--- src/partitioned_csr_builder_macros.svh ---
// ----------------------------------------------------------------------------
// partitioned_csr_builder_macros
// Assertion macros shared by the csr builder modules.
// ----------------------------------------------------------------------------
`ifndef PARTITIONED_CSR_BUILDER_MACROS_SVH
`define PARTITIONED_CSR_BUILDER_MACROS_SVH

`ifndef ASSERT_OFF
// concurrent check on a given clock, off while reset is active
`define PCSR_ASSERT(lbl, clk, rst_n, prop) \
  lbl: assert property (@(posedge clk) disable iff (!rst_n) (prop)) \
    else $error("pcsr assertion failed");
// same check on the usual clk_i and rst_ni
`define PCSR_ASSERT_I(lbl, prop) \
  `PCSR_ASSERT(lbl, clk_i, rst_ni, prop)
`else
`define PCSR_ASSERT(lbl, clk, rst_n, prop)
`define PCSR_ASSERT_I(lbl, prop)
`endif

`endif

--- src/pcsr_pkg.sv ---
// ----------------------------------------------------------------------------
// pcsr_pkg
// Field widths, defaults and controller/datapath interface types.
// ----------------------------------------------------------------------------
`default_nettype none

package pcsr_pkg;

  // fixed field widths
  localparam int NODE_W     = 9;
  localparam int NODE_CNT_W = 10;
  localparam int LANE_W     = 2;
  localparam int SLOT_W     = 12;
  localparam int NBR_W      = 7;
  localparam int CNT_W      = 13;

  // saturation value of degree counters and lane totals
  localparam logic [CNT_W-1:0] CNT_MAX = '1;

  // parameter defaults
  localparam int DEF_MAX_NODES = 512;
  localparam int DEF_LANES     = 4;
  localparam int DEF_ATTR_W    = 8;

  // commands from controller to datapath
  typedef struct packed {
    logic ld_item;      // latch the accepted edge
    logic cnt_rst;      // reset the node walk counter
    logic clr_step;     // zero one degree row, advance counter
    logic deg_rd_in;    // read degree row at incoming source
    logic deg_rd_item;  // read degree row at latched source
    logic deg_wr;       // write back bumped degree row
    logic tot_clr;      // zero the lane totals
    logic pfx_step;     // prefix walk step
    logic off_rd_in;    // read offset row at incoming source
    logic off_rd_item;  // read offset row at latched source
    logic plc_commit;   // bump offset and load the result register
  } pcsr_cmd_t;

  // status from datapath to controller
  typedef struct packed {
    logic clr_last;     // clear sweep at its last row
    logic pfx_end;      // prefix walk has covered all nodes
    logic item_valid;   // latched edge names in-range nodes
    logic out_free;     // result register can take a result
  } pcsr_sts_t;

endpackage

`default_nettype wire

--- src/pcsr_ctrl.sv ---
// ----------------------------------------------------------------------------
// pcsr_ctrl
// Sequencer: clear sweeps, counting and placing edges, prefix walk.
// ----------------------------------------------------------------------------
`default_nettype none

`include "partitioned_csr_builder_macros.svh"

module pcsr_ctrl
  import pcsr_pkg::*;
(
  input  wire logic      clk_i,
  input  wire logic      rst_ni,
  input  wire logic      in_valid_i,
  input  wire logic      func_i,
  input  wire logic      first_of_pass_i,
  output logic           in_stall_o,
  input  wire pcsr_sts_t sts_i,
  output pcsr_cmd_t      cmd_o
);

  typedef enum logic [6:0] {
    S_CLEAR  = 7'b0000001,
    S_IDLE   = 7'b0000010,
    S_CNT_RD = 7'b0000100,
    S_CNT_WR = 7'b0001000,
    S_PFX    = 7'b0010000,
    S_PLC_RD = 7'b0100000,
    S_PLC_WR = 7'b1000000
  } state_e;

  state_e state_q, state_d;
  logic   offs_ready_q, offs_ready_d;
  logic   ret_cnt_q, ret_cnt_d;

  // next state and commands
  always_comb begin
    state_d      = state_q;
    offs_ready_d = offs_ready_q;
    ret_cnt_d    = ret_cnt_q;
    cmd_o        = '0;
    in_stall_o   = 1'b1;
    unique case (state_q)
      S_CLEAR: begin
        cmd_o.clr_step = 1'b1;
        if (sts_i.clr_last) begin
          state_d = ret_cnt_q ? S_CNT_RD : S_IDLE;
        end
      end
      S_IDLE: begin
        in_stall_o = 1'b0;
        if (in_valid_i) begin
          cmd_o.ld_item = 1'b1;
          if (!func_i) begin
            offs_ready_d = 1'b0;
            if (first_of_pass_i) begin
              cmd_o.cnt_rst = 1'b1;
              ret_cnt_d     = 1'b1;
              state_d       = S_CLEAR;
            end else begin
              cmd_o.deg_rd_in = 1'b1;
              state_d         = S_CNT_WR;
            end
          end else if (first_of_pass_i || !offs_ready_q) begin
            cmd_o.cnt_rst = 1'b1;
            cmd_o.tot_clr = 1'b1;
            state_d       = S_PFX;
          end else begin
            cmd_o.off_rd_in = 1'b1;
            state_d         = S_PLC_WR;
          end
        end
      end
      S_CNT_RD: begin
        cmd_o.deg_rd_item = 1'b1;
        ret_cnt_d         = 1'b0;
        state_d           = S_CNT_WR;
      end
      S_CNT_WR: begin
        cmd_o.deg_wr = 1'b1;
        state_d      = S_IDLE;
      end
      S_PFX: begin
        cmd_o.pfx_step = 1'b1;
        if (sts_i.pfx_end) begin
          offs_ready_d = 1'b1;
          state_d      = S_PLC_RD;
        end
      end
      S_PLC_RD: begin
        cmd_o.off_rd_item = 1'b1;
        state_d           = S_PLC_WR;
      end
      S_PLC_WR: begin
        if (!sts_i.item_valid) begin
          state_d = S_IDLE;
        end else if (sts_i.out_free) begin
          cmd_o.plc_commit = 1'b1;
          state_d          = S_IDLE;
        end
      end
      default: begin
        state_d = S_CLEAR;
      end
    endcase
  end

  // state registers; reset starts with a full clear sweep
  always_ff @(posedge clk_i or negedge rst_ni) begin
    if (!rst_ni) begin
      state_q      <= S_CLEAR;
      offs_ready_q <= 1'b0;
      ret_cnt_q    <= 1'b0;
    end else begin
      state_q      <= state_d;
      offs_ready_q <= offs_ready_d;
      ret_cnt_q    <= ret_cnt_d;
    end
  end

  // a placing edge is only resolved against finished offsets
  `PCSR_ASSERT_I(a_plc_after_prefix, (state_q == S_PLC_WR) |-> offs_ready_q)
  // offsets become ready only out of a prefix walk
  `PCSR_ASSERT_I(a_ready_from_pfx, $rose(offs_ready_q) |-> $past(state_q == S_PFX))
  // a result is never committed over an untaken one
  `PCSR_ASSERT_I(a_commit_free, cmd_o.plc_commit |-> sts_i.out_free)

endmodule

`default_nettype wire

--- config.mk ---
export PLATFORM = sky130hd
export DESIGN_NAME = pcsr_ctrl
export DESIGN_NICKNAME = d
export VERILOG_FILES = /design/src/pcsr_pkg.sv /design/src/pcsr_ctrl.sv
export VERILOG_INCLUDE_DIRS = /design/src /design/src/src
export SDC_FILE = /design/constraint.sdc
export NUM_CORES = 1
export LEC_CHECK = 0
export BUFFER_PORTS_ARGS = -buffer_cell sky130_fd_sc_hd__buf_4
export CORE_MARGIN = 2
export CORE_UTILIZATION = 52
export CTS_BUF_LIST = sky130_fd_sc_hd__clkbuf_4 sky130_fd_sc_hd__clkbuf_8 sky130_fd_sc_hd__clkbuf_16
export DETAILED_ROUTE_END_ITERATION = 10
export GPL_TIMING_DRIVEN = 0
export PLACE_DENSITY = 0.93
export SLEW_MARGIN = 20
export SYNTH_ARGS = -nofsm -noshare
export SYNTH_HDL_FRONTEND = slang
export SYNTH_SLANG_ARGS = --single-unit
export TNS_END_PERCENT = 30
--- constraint.sdc ---
create_clock -name clk_i -period 4.01 [get_ports clk_i]
set_input_delay 0.802 -clock clk_i [delete_from_list [all_inputs] [get_ports clk_i]]
set_output_delay 0.802 -clock clk_i [all_outputs]
set_load 0.005 [all_outputs]
Word-level counts from Yosys, hierarchy flattened
Cells that the tools add are included.

storage, ports and cells
  flip-flop bits (word level) = 9
  output and inout port bits = 12

operators by class
  eq/ne operators = 13
  multiplexer cells = 43
  reduce and logical (&&, ||, !) cells = 7

operator list
  kind                                           count
  2-to-1 mux 7 bit                               7
  case mux 7 bit (7 select lines)                1
  2-to-1 mux 1 bit                               29
  AND reduction 4 bit                            3
  != test 2 bit, second input constant           5
  == test 7 x 1 -> 1 bit, second input constant  1
  == test 7 x 2 -> 1 bit, second input constant  1
  == test 7 x 3 -> 1 bit, second input constant  1
  == test 7 x 4 -> 1 bit, second input constant  1
  == test 7 x 5 -> 1 bit, second input constant  1
  == test 7 x 6 -> 1 bit, second input constant  1
  == test 7 bit, second input constant           1
  2-to-1 mux 2 bit                               2
  2-to-1 mux 4 bit                               1
  case mux 1 bit (2 select lines)                2
  nonzero test 2 bit                             2
  2-to-1 mux 3 bit                               1
  != test 3 bit, second input constant           1
  zero test 1 bit                                1
  logical OR 1 bit                               1

Logic depth before layout (Yosys ltp)
Gate-level depths: netlist of run 1.

  depth in word-level cells = 6
  gate-level depth with buffers = 7
  depth with buffers taken out = 5

Least setup slack after synthesis of run 1
No wires, ideal clock.

  path kind = register to output
  from = register state_q[6]
  to = output cmd_o[7] (netlist bit)
  data arrival time = 1.358 ns
  data required time = 3.208 ns
  slack = 1.850 ns
  stages on the path, launching flop included = 7
  buffers on the path = 2
  cells stage by stage = dfrtp_1 buf_6 nor4_4 and3_2 buf_2 nand2_1 nor3_1

RTL lines
  element                 line              source
  from (decl)             pcsr_ctrl.sv:32   state_e state_q, state_d;
  from (signal assigned)  pcsr_ctrl.sv:115  state_q <= state_d;
  to (decl)               pcsr_ctrl.sv:19   output pcsr_cmd_t cmd_o

==> results list, run 1 <==
- Total GRT Usage: 0.242
* Number of detailed-routing iterations run before antenna repair: 4
* Number of instances in the synthesized netlist: 83
* Max stage delay on crit path: 370 ps
* Final GP Congestion: 0.890
* # nets final: ~120
- Antenna viol nets, final: 0
* Kind of cell adding the most delay to the critical path: simple AND/OR/NAND/NOR gates
- No sink is reached through more buffers than the 2 on the longest clock path.
- In this run the power density over the cells is about 500 nW/um2.
- Met3 Usage GRT: 0.0333
* Antenna violations before repair: 0
- After detailed placement, the total cell area comes to 847 um2.
- The worst register-to-register path has a setup slack of 2300 ps.
* Min-delay worst type: in2async
- Length in cells of the worst reg-to-reg path: 4
- Entering global routing, the biggest net connects 11 pins.
* Remaining routing DRC violations: 0
- Synthesis produced a netlist with a net count of 92.
- Based on the critical path, the design can be clocked at up to ~0.38 GHz.
* Buffer cell driving the clock tree root: clkbuf_4
* H-tree depth reported by CTS: 1
- Share of final-layout standard cells stronger than drive strength 1: 0.346
* Internal power: about 260 uW
- For this design, the slowest cell found on the critical path is dfrtp_1.
- Pre-CTS setup slack: about 1600 ps
- The initial utilization of the core area, before any placement, comes to 0.541.
- The critical path goes through buf_6 > nor4_4 > and3_2 > buf_2 > nand2_1 > nor3_1 > buf_4.
* Number of standard cells in the final layout excluding fillers: 122
- 0 antenna diodes ended up in the layout.
- The mapped netlist covers 678 um2.
- Setup repair after global routing left no endpoint under its margin.
- Buffers placed on the I/O ports in this run total 20.
- Standard-cell rows: 13
- Worst relative slew slack: 0.772
- For met1 alone, demand over resource in global routing was 0.300.
- A synthesized cell averages 8.17 um2.
- Max-capacitance violation count: 0
- STA classifies the critical path endpoint as an output port.
* Power share of the combinational group: 0.504
* Detailed router's first-iteration violation count: 11
- The hold violation count in the final report came to 0.
- After layout, the worst setup slack is 1350 ps.
- Met2 track demand over resource: 0.427
- Across the VDD grid, the largest voltage drop is 0.000404 V.
- Clock Skews: 5.55 ps
- Clk pin slew, worst setup/hold paths: 60 ps
- Critical path fanouts, max: 9
- Summed over all layers, the routed wires come to 1.60 mm.
- WP data required: between 3000 and 4000 ps
* WP data arrival: 1860 ps
- From synthesis to final layout, the design area changed by 29.0%.
- Count of warnings emitted by yosys: 0
- The flow ran to the end, and the final reports show no timing, DRC or antenna violations.
* Leak: 0.441 nW
- Total clock buffers created by CTS: 3
* Detailed-route wire length per cell: between 10 and 15 um
* Die height: 40.1 um
- Counting every sink on the clock net gives 9.
* Cell variety after synth: 33
* Layer with the highest usage: met2
- Final HPWL DP: 1.29 mm
- Via count of the first global-routing pass: 575
- Summed over all layers, the global routing overflow is 0.
- CTS resizes: 0
* Number of vias in the routed layout: about 690
- Min Clock Period, post-route: 2660 ps
* Die span in x: 40.1 um
- Portion of the post-synthesis area used by sequential elements: 0.334
- The die covers 1610 um2.
- Cell type with the highest aggregate area in the netlist: dfrtp_1
- Of the total power, the clock network draws 0.163.
* Number of buffers added to fix hold violations after cts: 0
- Fraction of power consumed by sequential logic: 0.334
- Post-Layout Inst Area: 875 um2
- Counting buffers and inverters, the worst setup path is 7 cells deep.
- Setup violations remaining at the end of the flow were counted as 0.
- Max-slew violation count: 0
- Of the total power, the share spent switching nets is 0.398.
* Total instance count after detailed placement: between 100 and 150
- Area share of the leading cell type in the synthesized netlist: 0.295
* Core Area: about 1300 um2
- The first global-routing pass estimated 2.54 mm of wire.
- Num ports: 21
- After synthesis the netlist holds a flip-flop and latch count of 9.
* Fin Setup TNS: 0 ps
- For the pin with the worst max-slew slack, the measured transition is 337 ps.
* Kind of launch point of the worst setup path: flop
* Worst reg2reg startpoint: state_q[1]
- Power spent charging and discharging nets: around 170 uW
- Worst Path Class, Setup: reg2out
* Post-route worst hold slack: about 350 ps
- Final worst-path cycle share: 0.664
- By area the synthesized netlist is led by dfrtp_1, inv_1, o21ai_0.
- Clock network latency to the later pin of the worst-skew pair: about 260 ps
- Clock tree from TritonCTS: done
- In this run the post-CTS setup repair buffer count came out at 0.
- After detailed routing, the number of vias per cell comes to 5.62.
- The critical path contains buffers and inverters numbering 3 combined.
* Capture point of the worst reg-to-reg path: state_q[1]
-- layout make-up --
class                           instances  area [um2]
Tap cell                               15        18.8
Sequential cell                         9         226
Inverter                               10        37.5
Multi-Input combinational cell         59         380
Clock inverter                          1        5.00
Buffer                                  5        33.8
Fill cell                             101         378
Clock buffer                            3        22.5
Timing Repair Buffer                   20         150
-- cell usage in the layout, fill, tap and decap left out, drive strengths merged --
cell type  count
clkbuf         3
and2           1
a2bb2oi        1
or4b           2
a21oi          2
dfrtp          8
nand2          4
and3           3
o22ai          2
or3            2
o21ai          7
dfstp          1
nor4b          2
o211ai         2
buf           25
nand2b         2
mux2           1
nor2           8
a31oi          4
xnor2          1
nor4           3
nand3          4
xor2           1
nor3           5
clkinv         1
nor2b          1
or4            1
inv           10
-- logic make-up (layout without fill, tap and decap cells) --
group / count (synthesis) / after routing / share of synthesized area
AOI/OAI and AO/OA: 18 / 18 / 0.172
muxes: 1 / 1 / 0.0166
buffers and inverters: 15 / 39 / 0.105
DFF: 9 / 9 / 0.334
xor gates and xnor gates: 2 / 2 / 0.0258
and+or+nand+nor: 38 / 38 / 0.347
-- power groups by stage --
stage	Combinational (mW)	Sequential, mW	Clock (mW)
after floorplan	0.151	0.137	0
after global placement	0.204	0.144	0
after detailed placement	0.214	0.143	0
after CTS	0.215	0.142	0.0717
after global routing	0.238	0.148	0.0745
final	0.215	0.142	0.0695
-- flip-flops by register name, indices dropped and copies added (netlist names) --
signal / cells
ret_cnt_q: 1
state_q: 7
offs_ready_q: 1
-- synthesized netlist by cell type, drive strengths merged --
master   count
buf          5
o211ai       2
or4          1
mux2         1
o22ai        2
nor3         5
and2         1
dfrtp        8
nor2         8
nand2        4
a31oi        4
or4b         2
xnor2        1
nor2b        1
nor4         3
a21oi        2
nor4b        2
dfstp        1
and3         3
xor2         1
a2bb2oi      1
nand2b       2
o21ai        7
inv         10
or3          2
nand3        4
-- stage by stage --
step / util / total power [mW]
after floorplan: - / 0.287
after global placement: 0.676 / 0.348
after detailed placement: 0.676 / 0.357
after CTS: 0.698 / 0.428
after global routing: 0.698 / 0.461
final: 0.698 / 0.426
-- per-layer routing --
metal	routed length [um]	vias to the layer above
met1	704	316
met2	796	23
met4	12	0
met5	0	-
met3	87	2
li1	-	345
-- worst max path at each step --
stage	startpoint	endpoint	slack, ps
after CTS	state_q[6]	cmd_o[7]	1340
after global routing	state_q[6]	cmd_o[7]	1210
after global placement	state_q[6]	cmd_o[7]	1670
final	state_q[6]	cmd_o[7]	1350
after detailed placement	state_q[6]	cmd_o[7]	1650
after floorplan	state_q[6]	cmd_o[7]	1850
Note: power is estimated with default switching activity, not from simulation.
==> run 2: changes to the inputs <==
- ABC_AREA: default -> 1
- CORE_UTILIZATION: 52 -> 44
- PLACE_DENSITY: 0.93 -> 0.84
- clock period: 4.01 -> 2.4 ns (I/O delays scaled with it)
==> results list, run 2 <==
* Run status: completed
- The power per cell area came to 985 nW/um2 (+100%).
- Remaining routing DRC violations: 0 (unchanged)
- Wire length reported by the detailed router: 1.40 mm (-13%)
- Portion of the post-synthesis area used by sequential elements: 0.316 (-0.0175)
* Cell types with the largest area share after synthesis: dfrtp_1, nand2_1, nand2_4
- The overall global routing resource usage is 0.178 (-0.0647).
- The fraction of synthesis flops using an asynchronous set or reset pin was 1.00 (unchanged).
* Post-Syn Area per Cell: 6.95 um2 (-15%)
* Main synth FF type: dfrtp_1
- Area share of the leading cell type in the synthesized netlist: 0.280 (-0.0155)
- The number of global-route vias before repair is 658 (+14%).
* Hold violation count in the final report: 0 (unchanged)
- Area fraction in and, or, nand and nor cells after synthesis: 0.514 (+0.167)
- Reg with most FFs: state_q
- Achievable clock frequency: 0.508 GHz
- Of the available clock period, the critical path in the final layout requires 0.820.
* Area share of xor/xnor cells in the synthesized design: 0 (-0.0258)
- Unrepaired setup endpoints after global routing: no
- The number of max-slew violations in the final report was 0 (unchanged).
- Min-delay worst type: in2async
- The total placed cells including tap cells came to 139 (+18%).
* Area share of fa/ha/maj cells after synthesis: 0 (unchanged)
* Worst supply voltage drop on vdd: 0.000433 V (+7.2%)
* Leak: 0.567 nW (+29%)
- The post-detailed-placement half-perimeter wirelength was 1.18 mm (-8.1%).
* Detailed-route wire length per cell: 9.79 um (-25%)
- H-tree depth reported by CTS: 1 (unchanged)
- Final GP Congestion: 0.762 (-14%)
* Detailed router's first-iteration violation count: 0 (-11)
- The total clock sinks was 9 (unchanged).
- The antenna cell count was 0 (unchanged).
- Clock tree from TritonCTS: done
* Synthesized-area fraction occupied by ao, oa, aoi and oai cells: 0.0402 (-0.131)
- Antenna viol nets, final: 0 (unchanged)
* Antenna violations before repair: 0 (unchanged)
* Die height: 44.3 um (+11%)
* Standard-cell rows: 14 (+1)
- The post-synth net total is 112 (+22%).
* Count of warnings emitted by yosys: 0 (unchanged)
* Mux share of post-synthesis cell area: 0 (-0.0166)
- The area growth from synthesis to layout is 28.0%.
- The post-layout utilization of the core is 0.601 (-0.0973).
* Total clock buffers created by CTS: 3 (unchanged)
- Most used standard cell by instance count after synthesis: nand2_1
* CTS resizes: 0 (unchanged)
- After synthesis, the largest family of logic cells by area is simple AND/OR/NAND/NOR gates.
- # Post-CTS Setup Buffers: 0 (unchanged)
- Leaving out fill and tap cells, the most frequent cell in the layout is nand2_1.
- The biggest area contributor in the post-synthesis netlist is dfrtp_1.
- The share of final-layout standard cells stronger than drive strength 1 is 0.417 (+0.0715).
- Max-capacitance violation count: 0 (unchanged)
- Measured slew at the worst slew-check pin: 294 ps (-43.6 ps)
- STA classifies the critical path startpoint as a flop.
* Largest register FFs: 7 (unchanged)
* Critical path fanouts, max: 7 (-2)
- The top cell types in the final layout, fill and taps aside, are nand2_1, buf_4, inv_1.
- The maximum number of buffers from clock root to sink came to 2 (unchanged).
- Worst relative slew slack: 0.803 (+0.0307)
* Global-route wire length before repair: 2.55 mm (+0.28%)
- The die footprint is 1970 um2 (+22%).
* Number of detailed-routing iterations run before antenna repair: 1 (-3)
- The worst path in the final design needs a cycle of 1970 ps, including I/O delays and setup.
* Crit end category: output port
- Core Area: 1520 um2 (+22%)
* EDFF count, synth: 0 (unchanged)
- Clock network latency to the later pin of the worst-skew pair: 260 ps (about the same)
* Fin Setup TNS: 0 ps (unchanged)
- Synthesized area: 716 um2 (+5.5%)
* WP data arrival: 1490 ps (-370 ps)
- Number of buffers added to fix hold violations after cts: 0 (unchanged)
* Number of instances in the synthesized netlist: 103 (+24%)
- WP data required: 1920 ps (-1290 ps)
- Maximum number of pins on one net before global-route repair: 10 (-1)
* Number of vias in the routed layout: 669 (-2.5%)
* Clk pin slew, worst setup/hold paths: 60 ps (about the same)
- Buffer cell driving the clock tree root: clkbuf_4
- The number of placed I/O pins came to 21 (unchanged).
- Biggest registers after layout: state_q: 7 flops, offs_ready_q: 1 flops, ret_cnt_q: 1 flops
- The unique cell type count in the Yosys netlist was 22 (-33%).
- The post-placement cell area is 886 um2 (+4.6%).
* Vias per cell: 4.68 (-17%)
* Clock Skews: 0.214 ps (-5.33 ps)
* Buffers on Ports: 20 (unchanged)
- Post-Layout Inst Area: 916 um2 (+4.7%)
- Post-route worst hold slack: 28.4 ps (-317 ps)
- Top cells by count, synth: nand2_1, inv_1, nor2_1
- Setup violations, final: 0 (unchanged)
- # nets final: 137 (+17%)
- The number of cells in the finished layout apart from fillers is 143 (+17%).
* Die span in x: 44.3 um (+11%)
- Total congestion overflow after global routing: 0 (unchanged)
- The setup path with the least slack is of type reg2out.
* Flip-flop and latch count after synthesis: 9 (unchanged)
- The initial cell density of the core was 0.470 (-0.0718).
run 2: cell count changes after synthesis, moves of 3 or more:
cell / change
o21ai_0: -6
nand2_2: +5
nand2_1: +23
nor2_1: +4
a31oi_1: -4
nand2_4: +5
buf_2: -3
nor2_4: +3
inv_2: +7
inv_1: +4
nand4_1: +3
run 2: cells by family after synthesis:
logic type	after synthesis
AOI/OAI and AO/OA	4
buffers and inverters	23
DFF	9
and+or+nand+nor	67
run 2: stage by stage:
step	power [mW]	setup slack [ps]
3_5_place_dp	0.784	696
6_report	0.902	431
3_3_place_gp	0.768	721
2_1_floorplan	0.650	901
5_1_grt	0.995	282
4_1_cts	0.914	401
run 2: critical path, stage by stage, from the launching register on:
cell and delay [ps]:
dfrtp_1 410, nor2_1 110, nand3_1 110, nor2_4 200, nand2_2 110, nor3_1 150, buf_4 140
run 2: where the power goes:
group / switching (mW) / leakage (nW) / internal (mW)
logic: 0.324 / 0.431 / 0.211
clock network: 0.0529 / 0.0184 / 0.0754
registers: 0.0312 / 0.118 / 0.208
run 2: per-layer routing:
| metal | GRT usage | share of wire | vias to the layer above |
|---|---|---|---|
| met5 | 0 | 0 | - |
| met4 | 0.127 | 0.024 | 0 |
| met3 | 0.0122 | 0.044 | 4 |
| met2 | 0.297 | 0.48 | 18 |
| met1 | 0.215 | 0.45 | 288 |
| li1 | - | - | 359 |
run 2: final timing paths:
check	start	end	slack, ps	cells past startpoint
setup / recovery	state_q[3]	cmd_o[4]	430	6
hold / removal	rst_ni	offs_ready_q	30	1
setup reg to reg	state_q[0]	state_q[3]	1080	7
hold reg to reg	offs_ready_q	offs_ready_q	490	2
max in group asynchronous	rst_ni	state_q[0]	2160	1
min in group clk_i	sts_i[3]	state_q[0]	470	4
run 2: final cells by class:
cell class | count | area, um2
fillers | 134 | 608
multi-input cells | 71 | 397
flip-flops and latches | 9 | 226
repair buffers | 20 | 150
inverters | 22 | 85.1
clock buffers | 4 | 30.0
well taps | 16 | 20.0
plain buffers | 1 | 7.51
==> run 3: changes to the inputs <==
- ABC_AREA: 1 -> 0
- CORE_UTILIZATION: 44 -> 48
- PLACE_DENSITY: 0.84 -> 0.88
- clock period: 2.4 -> 1.9 ns (I/O delays scaled with it)
==> results list, run 3 (same netlist as run 1, synthesis figures left out) <==
- The cell sitting at the root of the clock tree is a clkbuf_4.
- The die width was 41.6 um (-6.2%).
- Worst Path Class, Setup: reg2out
- The depth of the critical timing path with buffers and inverters included was 6 (unchanged).
- The number of cells in the finished layout apart from fillers is 126 (-12%).
* # nets final: 121 (-12%)
- The post-detailed-placement half-perimeter wirelength was 1.32 mm (+11%).
- Worst reg2reg startpoint: state_q[1]
* Final GP Congestion: 0.941 (+24%)
* Vias per cell: 6.01 (+28%)
* Max stage delay on crit path: 370 ps (-40 ps)
- TritonCTS built the clock tree.
- The overall global routing resource usage is 0.242 (+0.0643).
* Number of detailed-routing iterations run before antenna repair: 4 (+3)
- Kind of launch point of the worst setup path: flop
* Min Clock Period, post-route: 2030 ps
- Violated checks: negative setup slack
- The maximum number of buffers from clock root to sink was 2 (unchanged).
* Standard-cell rows: 13 (-1)
- Placed standard-cell area: 847 um2 (-4.4%)
- The pin count of the biggest net entering global routing was 11 (+1).
- The post-layout worst setup margin came to -130 ps (-561 ps).
- Length in cells of the worst reg-to-reg path: 4 (-3)
- The number of max-slew violations in the final report came to 0 (unchanged).
- Detailed router's first-iteration violation count: 16 (+16)
- Buffers on Ports: 20 (unchanged)
- The path class of the tightest hold or removal check is in2reg.
- Total congestion overflow after global routing: 0 (unchanged)
- The flip-flop count of the largest register, all copies and words added was 7 (unchanged).
* Achievable clock frequency: roughly 0.5 GHz
- Max-capacitance violation count: 0 (unchanged)
* Ordered list of cells on the worst path: buf_6 > nor4_4 > and3_4 > nand2_4 > nor3_2 > buf_4
- WP data required: 1520 ps (-400 ps)
- The initial cell density of the core is 0.515 (+0.0451).
- The overall via count from detail_route was 757 (+13%).
- The standard cell core area came to 1320 um2 (-14%).
- Slowest stage cell, crit path: dfrtp_1
- The overall routed net length was 2.02 mm (+44%).
- The library cell used most frequently in the layout, excluding fill and tap cells, is buf_4.
- The antenna cell count was 0 (unchanged).
- Worst R2R Setup Slack: 180 ps (-900 ps)
- Critical path fanouts, max: 7 (unchanged)
* Clk pin slew, worst setup/hold paths: 70 ps (about the same)
- The insertion delay to the later sink of the worst-skew pair came to 270 ps (about the same).
* Measured slew at the worst slew-check pin: 345 ps (+51.5 ps)
* Min-Delay Startpoint: sts_i[3]
* CP bufs+invs: 2 (+1)
* Leak: 0.476 nW (-16%)
- Counting instances, the worst hold path has a depth of 2.
* Via count of the first global-routing pass: 717 (+9.0%)
* Kind of cell adding the most delay to the critical path: simple AND/OR/NAND/NOR gates
- The run finished, with violations left.
- The area growth from synthesis to layout is 49.4%.
- Most frequent cells in the layout: buf_4, inv_1, buf_6
- The total placed cells including tap cells came to 118 (-15%).
- The share of final-layout standard cells stronger than drive strength 1 came to 0.477 (+0.0602).
* Num Clock Sinks: 9 (unchanged)
* Remaining routing DRC violations: 0 (unchanged)
- Detailed-route wire length per cell: 16.0 um (+64%)
- Unrepaired setup endpoints after global routing: yes
- Die height: 41.6 um (-6.2%)
* Worst relative slew slack: 0.767 (-0.0361)
- The path with the worst hold slack has its endpoint at state_q[0].
* Fin Setup TNS: -761 ps (-761 ps)
- Antenna viol nets, final: 0 (unchanged)
- Num ports: 21 (unchanged)
- The CTS buffer count is 3 (unchanged).
- The data arrival time of the worst path was 1650 ps (+160 ps).
* Clock Skews: 6.46 ps (+6.25 ps)
- Final worst-path cycle share: 1.07
* Post-Layout Inst Area: 1010 um2 (+11%)
* Capture point of the worst reg-to-reg path: state_q[1]
- The register with the most flip-flops in the final layout is state_q.
* H-tree depth reported by CTS: 1 (unchanged)
- Global-route wire length before repair: 3.31 mm (+30%)
- The die footprint was 1730 um2 (-12%).
- Crit end category: output port
* Biggest registers after layout: state_q: 7 flops, offs_ready_q: 1 flops, ret_cnt_q: 1 flops
* Worst supply voltage drop on vdd: 0.000713 V (+65%)
- The hold violation count in the final report was 0 (unchanged).
* Antenna violations before repair: 0 (unchanged)
* Power Dens Cells: 1030 nW/um2 (+4.3%)
- The final setup violation count is 10 (+10).
## run 3: cell types whose count changed in the layout (fill, tap and decap cells not counted), sizes merged, moves of 3 or more
cell,delta
a31oi,+4
buf,+7
and3,+3
nor2,-9
nand2,-33
nand4,-3
inv,-12
o21ai,+6
## run 3: layer usage
metal  GRT usage  part of all wire
met5           0                 0
met4      0.0968             0.026
met3      0.0304             0.057
met2       0.434              0.55
met1       0.288              0.36
## run 3: how the worst max path moves through the flow
stage                     from       end  slack [ps]
floorplan           state_q[6]  cmd_o[7]         160
global placement    state_q[5]  cmd_o[7]         -40
detailed placement  state_q[3]  cmd_o[7]         -80
CTS                 state_q[6]  cmd_o[7]        -130
global route        state_q[2]  cmd_o[2]        -200
finish              state_q[2]  cmd_o[7]        -130
## run 3: layout make-up
type | instances | area [um2]
multi-input cells | 59 | 452
fillers | 92 | 304
flip-flops and latches | 9 | 229
repair buffers | 26 | 213
inverters | 10 | 40.0
plain buffers | 3 | 33.8
clock buffers | 3 | 22.5
well taps | 15 | 18.8
clock inverters | 1 | 5.00
## run 3: timing repair
action | CTS | global route
setup buffers | 3 | 2
pin swaps | 6 | 3
endpoints found under the setup margin | 11 | 12
resized for setup | 15 | 12
endpoints found under the hold margin | 8 | 0
hold buffers | 1 | 0
## run 3: stage by stage
step | util | power, mW | setup WS (ps) | hold WS, ps
2_1_floorplan | - | 0.606 | 162 | 84.4
3_3_place_gp | 0.643 | 0.737 | -39.4 | 205
3_5_place_dp | 0.643 | 0.754 | -82.1 | 209
4_1_cts | 0.719 | 0.965 | -127 | 281
5_1_grt | 0.769 | 1.11 | -202 | 309
6_report | 0.769 | 1.04 | -130 | 291
## run 3: where the power goes
part	total, mW	leakage (nW)	internal [mW]	switching (mW)
clock network	0.151	0.0177	0.0778	0.0731
logic	0.567	0.342	0.280	0.286
registers	0.324	0.116	0.250	0.0734
